File: src/rtl/sdmm_pkg.sv
// Shared constants, controller state type and control structs for the strip deduplicator.
package sdmm_pkg;

   localparam int MAX_STRIPS_DEF  = 256;
   localparam int STRIP_UNITS_DEF = 32;
   localparam int UNIT_W          = 8;
   localparam int LABEL_OUT_W     = 8;
   localparam int USED_W          = 6;
   localparam int FLAG_W          = 3;
   localparam logic [USED_W-1:0] USED_RESET = USED_W'(32);

   typedef enum logic [1:0] {
      ST_IDLE,
      ST_PREP,
      ST_SCAN,
      ST_FINISH
   } state_type;

   typedef struct packed {
      logic take;
      logic prep;
      logic scan;
      logic load;
   } cmd_type;

   typedef struct packed {
      logic complete;
      logic hit;
      logic scan_done;
      logic out_free;
   } status_type;

endpackage

File: src/rtl/sdmm_ctrl.sv
// Controller state machine that sequences strip collection, store search and result hand-off.
module sdmm_ctrl import sdmm_pkg::*; (
   input  logic       clock,
   input  logic       reset,
   input  status_type status,
   output cmd_type    cmd
);

   state_type state_ff, state_in;

   always_ff @(posedge clock) begin
      if (reset) begin
         state_ff <= ST_IDLE;
      end else begin
         state_ff <= state_in;
      end
   end

   always_comb begin
      state_in = state_ff;
      unique case (state_ff)
         ST_IDLE: begin
            if (status.complete) begin
               state_in = ST_PREP;
            end
         end
         ST_PREP: begin
            state_in = ST_SCAN;
         end
         ST_SCAN: begin
            if (status.hit || status.scan_done) begin
               state_in = ST_FINISH;
            end
         end
         ST_FINISH: begin
            if (status.out_free) begin
               state_in = ST_IDLE;
            end
         end
         default: begin
            state_in = ST_IDLE;
         end
      endcase
   end

   always_comb begin
      cmd = '0;
      unique case (state_ff)
         ST_IDLE: begin
            cmd.take = 1'b1;
         end
         ST_PREP: begin
            cmd.prep = 1'b1;
         end
         ST_SCAN: begin
            cmd.scan = 1'b1;
         end
         ST_FINISH: begin
            cmd.load = status.out_free;
         end
         default: begin
            cmd = '0;
         end
      endcase
   end

endmodule

File: config.mk
export PLATFORM = sky130hd
export DESIGN_NAME = sdmm_ctrl
export DESIGN_NICKNAME = d
export VERILOG_FILES = /design/src/rtl/sdmm_pkg.sv /design/src/rtl/sdmm_ctrl.sv
export SDC_FILE = /design/constraint.sdc
export NUM_CORES = 1
export LEC_CHECK = 0
export ABC_AREA = 1
export BUFFER_PORTS_ARGS = -buffer_cell sky130_fd_sc_hd__buf_4
export CAP_MARGIN = 40
export CELL_PAD_IN_SITES_DETAIL_PLACEMENT = 0
export CELL_PAD_IN_SITES_GLOBAL_PLACEMENT = 1
export CORE_AREA = 2 2 39 41
export CTS_CLUSTER_SIZE = 30
export DETAILED_ROUTE_END_ITERATION = 6
export DIE_AREA = 0 0 41 43
export PLACE_DENSITY = 0.42
export SETUP_SLACK_MARGIN = 0.15
export SKIP_LAST_GASP = 1
export SLEW_MARGIN = 20
export SYNTH_ARGS = -nofsm -noshare
export SYNTH_HDL_FRONTEND = slang
export SYNTH_SLANG_ARGS = --single-unit
File: constraint.sdc
create_clock -name clock -period 1.9 [get_ports clock]
set_clock_uncertainty 0.15 [all_clocks]
set_input_delay 0.38 -clock clock [delete_from_list [all_inputs] [get_ports clock]]
set_output_delay 0.38 -clock clock [all_outputs]
set_load 0.02 [all_outputs]
After elaboration in Yosys (flattened, before gate mapping)
Cells that the tools add are included.
W data, S select, Z words.
{ "classes": {"div": 0, "add_sub_neg": 0, "n_eq_ne": 6, "bitwise_logic": 0, "mul": 0, "shifts": 0, "order_cmp": 0, "muxes": 8, "reduce_logical": 3} }
{ "ops": {"columns": ["operator", "n"], "rows": [
  ["$pmux W2 S4", 1],
  ["$mux W2", 3],
  ["$ne A2 B2 Y1 const B", 3],
  ["$eq A2 B2 Y1 const B", 2],
  ["$mux W1", 4],
  ["$reduce_and A3 Y1", 1],
  ["$eq A2 B1 Y1 const B", 1],
  ["$logic_not A2 Y1", 1],
  ["$logic_or A1 B1 Y1", 1]
]} }
{ "word_totals": {"ff_bits": 2, "mem_count": 0, "romBits": 0, "latchBits": 0, "ramBits": 0, "output_inout_bits": 4, "word_cells": 18} }

Depth between registers and ports, before layout
Gate-level depths: netlist of the first run.
{ "depth": {"depth_word": 3, "mapped_depth": 7} }

Least setup slack after synthesis of the first run
No wires, ideal clock.
{ "synth_timing": {"kind": "register to register", "from": "register state_ff[0]", "to": "register state_ff[0]", "stages_incl_launch_ff": 8, "required_ns": 1.686, "t_arrival_ns": 1.105, "setup_time_ns": 0.064, "setup_slack_ns": 0.581, "path_cell_list": "dfxtp_1 -> inv_1 -> ha_1 -> nand2_2 -> nand2_2 -> nor2_2 -> nor2_1 -> nor2_1"} }
{ "synth_via": {"elab_chain_len": 3, "word_cells_on_any_way": 9, "cone_classes": "6 x eq/ne; 1 x mux; 2 x reduce/logical"} }
{ "synth_lines": {"columns": ["item", "line_no", "text"], "rows": [
  ["start: declaration", "sdmm_ctrl.sv:9", "state_type state_ff, state_in;"],
  ["start signal: assignment", "sdmm_ctrl.sv:15", "state_ff <= state_in;"],
  ["$eq A2 B2 Y1 or $logic_not A2 Y1 (tied branches)", "sdmm_ctrl.sv:21", "unique case (state_ff)"],
  ["$ne A2 B2 Y1 (no source line)", null, null],
  ["$reduce_and A3 Y1 (no source line)", null, null]
]} }
Parallel ways exist; a longest one is shown, timed or not.
A chain may end at the register's enable or synchronous reset.

==> flow_summary_export.csv, run 1 <==
group,metric,value,unit
critical_path,criticalPathCategory,"reg -> out",
timing,tightest_slew,0.1404,ns
detailed_routing,ant_nets,0,
power,clkPwrFrac,0.196,
detailed_routing,num_vias,210,
status,outcome,"finished clean",
finish,fillers,167,
placed_design,port_buffers,9,
cts,cts_buffer_depth,2,
timing,hold_viol,0,
synthesis,synth_top_area_cell,"ha_1",
finish,largest_registers,"state_ff x2",
global_route,grt_pass1_vias,225,
synthesis,avgSynthCellArea,6.506,um^2
critical_path,cp-startpoint,"state_ff[0]",
timing,drv_slew,0,
synthesis,yosys-top-cells-area,"ha_1, dfxtp_1, inv_1",
synthesis,synthAdderAreaFrac,0.2564,
timing,max_slew_margin,0.9063,
cts,cts_tree,"built",
placed_design,place.gp.congestion,0.6419,
global_route,grt_max_degree,5,
cts,cts_max_level,1,
synthesis,synth_most_common_cell,"inv_1",
global_route,grt_overflow_total,0,
finish,largest_reg_flops,2,
floorplan,die_h,43,um
synthesis,synth-simple-area-share,0.3846,
synthesis,netlist.area_leader.share,0.2564,
critical_path,startpoint_type,"register",
timing,layout_min_cycle_time,1.593,ns
global_route,antenna_found_initial,0,
synthesis,synthCells,30,
cts,cts_resized,0,
power,p_switching,214.5,uW
synthesis,synth_mux_area_frac,0,
timing,rsz0062_at_grt,"no",
critical_path,worst_ep_arrival_time,1.06,ns
synthesis,yosys_register_bits,2,
cts,ctsHoldBuffers,0,
flow_run,maxCapViolCount,0,
finish,area_growth_syn_to_layout,56.41,%
synthesis,synth-edff-count,0,
synthesis,synthArstFlopShare,0,
cts,numCtsBuffers,3,
worst_hold_path,worstHoldStart,"reset",
power,power_frac_comb,0.624,
synthesis,synth.yosys.seq_area_share,0.2051,
synthesis,synth_xor_area_frac,0,
finish,nNetsFinal,54,
critical_path,worstReg2RegStart,"state_ff[0]",
floorplan,ioPinCount,10,
finish,top_register,"state_ff",
critical_path,crit_path_max_fanout,4,
power,p_int,261.5,uW
global_route,grt_first_pass_wirelength,793,um
synthesis,yosys_warnings,0,
critical_path,worstPathRequired,1.37,ns
critical_path,cp_top_family,"flip-flops",
cts,clock-sinks,2,
cts,insertion_delay,0.22,ns
floorplan,rows,14,
synthesis,synth_top_family_by_area,"simple AND/OR/NAND/NOR gates",
power,vdd_drop_max,0.3898,mV
timing,fmax,0.6279,GHz
detailed_routing,viasPerCell,3.621,
worst_hold_path,hp-class,"in -> reg",
floorplan,start_util,0.1410,
synthesis,synth_compound_area_frac,0,
floorplan,die-area,1763,um^2
power,p_leak,0.0001881,uW
detailed_routing,routed_wl,445,um
timing,finalSetupViolations,0,
timing,fin_crit_sh,0.8382,
detailed_routing,wl_per_cell,7.672,um
synthesis,synth_common_cells,"inv_1, nor2_1, ha_1, nand2_1, nand2_2",
cts,clk_pin_slew_worst_paths,0.03,ns
timing,fin_ws,0.3075,ns
floorplan,core_area,1384,um^2
critical_path,max_stage_delay,0.37,ns
cts,cts_setup_buffers,0,
critical_path,slowest_stage,"dfxtp_1",
critical_path,crit_buf_inv,2,
synthesis,synthFlopType,"dfxtp_1",
timing,setup_tns,0,ns
global_route,grt_usage,0.07300,
synthesis,synth_nets,40,
detailed_routing,drc,0,
finish,drive_gt1_frac,0.3810,
finish,diodes,0,
critical_path,path_cells,"inv_1 -> ha_1 -> buf_4",
placed_design,dp_slack,0.5361,ns
placed_design,dpl.hpwl,372.6,um
detailed_routing,drt-pass1-iter-count,2,
detailed_routing,drt_iter0_markers,3,
critical_path,cp-end-kind,"output pin",
power,sw_frac_of_total,0.4507,
power,sequentialPowerShare,0.180,
power,p_per_area,1559,nW/um^2
synthesis,synth.distinct_cells,8,
cts,cts_root_buf,"clkbuf_4",
synthesis,syn_area,195.2,um^2
floorplan,die_w,41,um
worst paths after layout:
| check | to | slack [ns] | cells past startpoint |
|---|---|---|---|
| setup / recovery | cmd[3] | 0.31 | 3 |
| hold / removal | state_ff[1] | 0.25 | 4 |
| setup reg to reg | state_ff[0] | 0.58 | 7 |
| hold reg to reg | state_ff[1] | 0.37 | 2 |
layout make-up:
| type | count | area (um^2) | share of cell area |
|---|---|---|---|
| multi-input cells | 20 | 125.1 | 0.4098 |
| clock buffers | 3 | 22.52 | 0.07377 |
| well taps | 16 | 20.02 | 0.06557 |
| inverters | 8 | 30.03 | 0.09836 |
| flip-flops and latches | 2 | 40.04 | 0.1311 |
| repair buffers | 9 | 67.56 | 0.2213 |
power by group through the flow:
stage,Combinational (uW),Sequential (uW),Clock [uW]
6_report,297,85.5,93.3
5_1_grt,344,89.7,102
4_1_cts,304,85.7,101
3_5_place_dp,303,86.3,0
3_3_place_gp,307,85.6,0
2_1_floorplan,217,81.8,0
cells in the final DEF (no fill, tap or decap):
| cell type | synthesis | final |
|---|---|---|
| buf_4 | 0 | 9 |
| clkbuf_4 | 0 | 3 |
| dfxtp_1 | 2 | 2 |
| ha_1 | 4 | 4 |
| inv_1 | 8 | 8 |
| nand2_1 | 4 | 4 |
| nand2_2 | 3 | 3 |
| nand4_1 | 2 | 2 |
| nor2_1 | 6 | 6 |
| nor2_2 | 1 | 1 |
per-layer routing:
layer / part of all wire / wire length [um] / global-route usage / up-vias
met5: 0 / 0 / 0 / -
met4: 0 / 0 / 0.1000 / 0
met3: 0.076 / 34 / 0.01571 / 0
met2: 0.49 / 219 / 0.1000 / 7
met1: 0.43 / 191 / 0.07302 / 90
li1: - / - / - / 113
worst reg2reg max path: cells and delay by family (launching register included):
kind	cells	cell delay (ns)
and+or+nand+nor	5	0.43
DFF	1	0.37
adders and majority gates	1	0.23
buffers and inverters	1	0.08
cell families (layout without fill, tap and decap cells):
kind of cell | after synthesis | after routing
buf+inv | 8 | 20
simple gates | 16 | 16
flops | 2 | 2
fa+ha+maj | 4 | 4
through the flow:
step	hold WS, ns	total power (uW)	cell area (um^2)	std cells	util
5_1_grt	0.2645	536.4	305.3	58	0.2206
3_5_place_dp	0.3727	389.5	282.8	55	0.2043
2_1_floorplan	0.3475	298.4	195.2	30	-
6_report	0.2528	476.0	305.3	58	0.2206
3_3_place_gp	0.3738	393.1	282.8	55	0.2043
4_1_cts	0.2491	490.9	305.3	58	0.2206
(Power assumes the default switching activity.)
==> run 2, diff against run 1 <==
- clock period: 1.9 -> 1.5 ns (I/O delays scaled with it)
==> flow_summary_export.csv, run 2 (synthesized netlist as in run 1, its figures left out) <==
group,metric,value,unit
finish,stdcell_count,61,
critical_path,cp_top_family,"flip-flops",
placed_design,dpl.hpwl,390.5,um
critical_path,worstReg2RegStart,"state_ff[1]",
timing,max_slew_margin,0.8724,
timing,fmax,0.7141,GHz
timing,fin_crit_sh,0.9336,
placed_design,dp_cells,55,
finish,largest_reg_flops,2,
cts,clock-sinks,2,
critical_path,cp-end-kind,"output pin",
power,p_int,510.8,uW
global_route,grt_overflow_total,0,
finish,top_register,"state_ff",
global_route,antenna_found_initial,0,
floorplan,core_area,1384,um^2
detailed_routing,drt_iter0_markers,0,
power,p_switching,388.1,uW
cts,clk_pin_slew_worst_paths,0.03,ns
critical_path,worstPathRequired,1.05,ns
cts,insertion_delay,0.22,ns
finish,largest_registers,"state_ff x2",
critical_path,path_cells,"ha_4 -> nand2_2 -> inv_2 -> buf_6",
placed_design,dp_slack,0.1597,ns
placed_design,port_buffers,9,
global_route,grt_first_pass_wirelength,855,um
critical_path,reg2reg_depth,7,
floorplan,die_h,43,um
finish,area_growth_syn_to_layout,124.4,%
power,vdd_drop_max,1.017,mV
detailed_routing,ant_nets,0,
cts,numCtsBuffers,3,
critical_path,crit_buf_inv,2,
finish,drive_gt1_frac,0.6889,
power,sequentialPowerShare,0.181,
worst_hold_path,worstHoldStart,"reset",
power,power_frac_comb,0.691,
timing,finalSetupViolations,0,
power,p_per_area,2053,nW/um^2
floorplan,rows,14,
floorplan,die-area,1763,um^2
finish,diodes,0,
timing,rsz0062_at_grt,"yes",
critical_path,crit_path_max_fanout,4,
global_route,grt_usage,0.07715,
status,outcome,"finished clean",
power,p_leak,0.0002235,uW
detailed_routing,viasPerCell,3.705,
detailed_routing,drt-pass1-iter-count,1,
cts,ctsHoldBuffers,0,
detailed_routing,num_vias,226,
detailed_routing,wl_per_cell,8.344,um
timing,setup_tns,0,ns
power,clkPwrFrac,0.129,
power,sw_frac_of_total,0.4317,
worst_hold_path,hold_end,"state_ff[1]",
floorplan,start_util,0.1410,
flow_run,maxCapViolCount,0,
critical_path,worst_ep_arrival_time,0.95,ns
critical_path,max_stage_delay,0.36,ns
timing,layout_min_cycle_time,1.400,ns
global_route,grt_max_degree,5,
finish,final_area,437.9,um^2
timing,drv_slew,0,
cts,cts_max_level,1,
detailed_routing,drc,0,
timing,tightest_slew,0.1907,ns
critical_path,slowest_stage,"dfxtp_4",
cts,cts_buffer_depth,2,
floorplan,die_w,41,um
cts,cts_root_buf,"clkbuf_4",
floorplan,ioPinCount,10,
critical_path,criticalPathCategory,"reg -> out",
finish,nNetsFinal,57,
placed_design,placed_area,282.8,um^2
global_route,grt_pass1_vias,224,
timing,fin_ws,0.09960,ns
worst_hold_path,hp-class,"in -> reg",
critical_path,ff2ff_setup_slack,0.19,ns
worst_hold_path,min_path_cells,4,
critical_path,reg2reg_to,"state_ff[0]",
critical_path,startpoint_type,"register",
placed_design,place.gp.congestion,0.6423,
detailed_routing,routed_wl,509,um
cts,cts_tree,"built",
timing,hold_viol,0,
finish,final_cell_mix,"nor2_1, buf_4, buf_6, inv_1, ha_4",
run 2: cell types whose count changed in the layout (fill, tap and decap cells not counted), moves of 3 or more:
cell,delta
ha_4,+4
buf_4,-3
buf_6,+6
nand2_4,+3
inv_1,-4
ha_1,-4
run 2: cell type report:
class | count | area (um^2)
clock buffers | 3 | 22.52
inverters | 8 | 35.03
repair buffers | 12 | 112.6
flip-flops and latches | 2 | 47.55
multi-input cells | 20 | 200.2
well taps | 16 | 20.02
fillers | 154 | 945.9
run 2: how the worst max path moves through the flow:
stage	start	endpoint	slack, ns	cells past startpoint
3_5_place_dp	state_ff[0]	state_ff[1]	0.16	7
2_1_floorplan	state_ff[0]	state_ff[0]	0.18	7
5_1_grt	state_ff[1]	cmd[0]	0.06	4
4_1_cts	state_ff[1]	cmd[0]	0.09	4
6_report	state_ff[1]	cmd[0]	0.1	4
3_3_place_gp	state_ff[0]	state_ff[1]	0.18	7
run 2: worst register-to-register path: cells and delay by family, from the launching register on:
family | cells | cell delay (ns)
fa+ha+maj | 1 | 0.16
simple gates | 4 | 0.33
buf+inv | 2 | 0.17
flops | 1 | 0.38
run 2: per-stage QoR:
stage	hold WS, ns	utilization	total power, uW
after global placement	0.3719	0.2043	498.8
after global routing	0.1893	0.3165	986.8
final	0.1661	0.3165	898.9
after floorplan	0.3061	-	378.0
after CTS	0.1653	0.2749	788.8
after detailed placement	0.3781	0.2043	497.5
run 2: power groups by stage:
stage | Clock [uW] | Combinational [uW] | Sequential (uW)
finish | 116 | 621 | 162
global route | 132 | 683 | 172
CTS | 124 | 520 | 145
detailed placement | 0 | 387 | 110
global placement | 0 | 391 | 108
floorplan | 0 | 274 | 104
run 2: timing repair:
action                                 in CTS  in global routing
endpoints found under the hold margin       0                  0
setup buffers                               3                  0
gates resized for setup                    16                 14
pin swaps                                   3                 11
setup endpoints to repair                   4                  6
run 2: layer usage:
| metal | vias to the layer above | GRT usage | routed length, um |
|---|---|---|---|
| met5 | - | 0 | 0 |
| met4 | 0 | 0.06000 | 0 |
| met3 | 0 | 0.03141 | 34 |
| met2 | 7 | 0.1125 | 253 |
| met1 | 99 | 0.08307 | 221 |
| li1 | 120 | - | - |
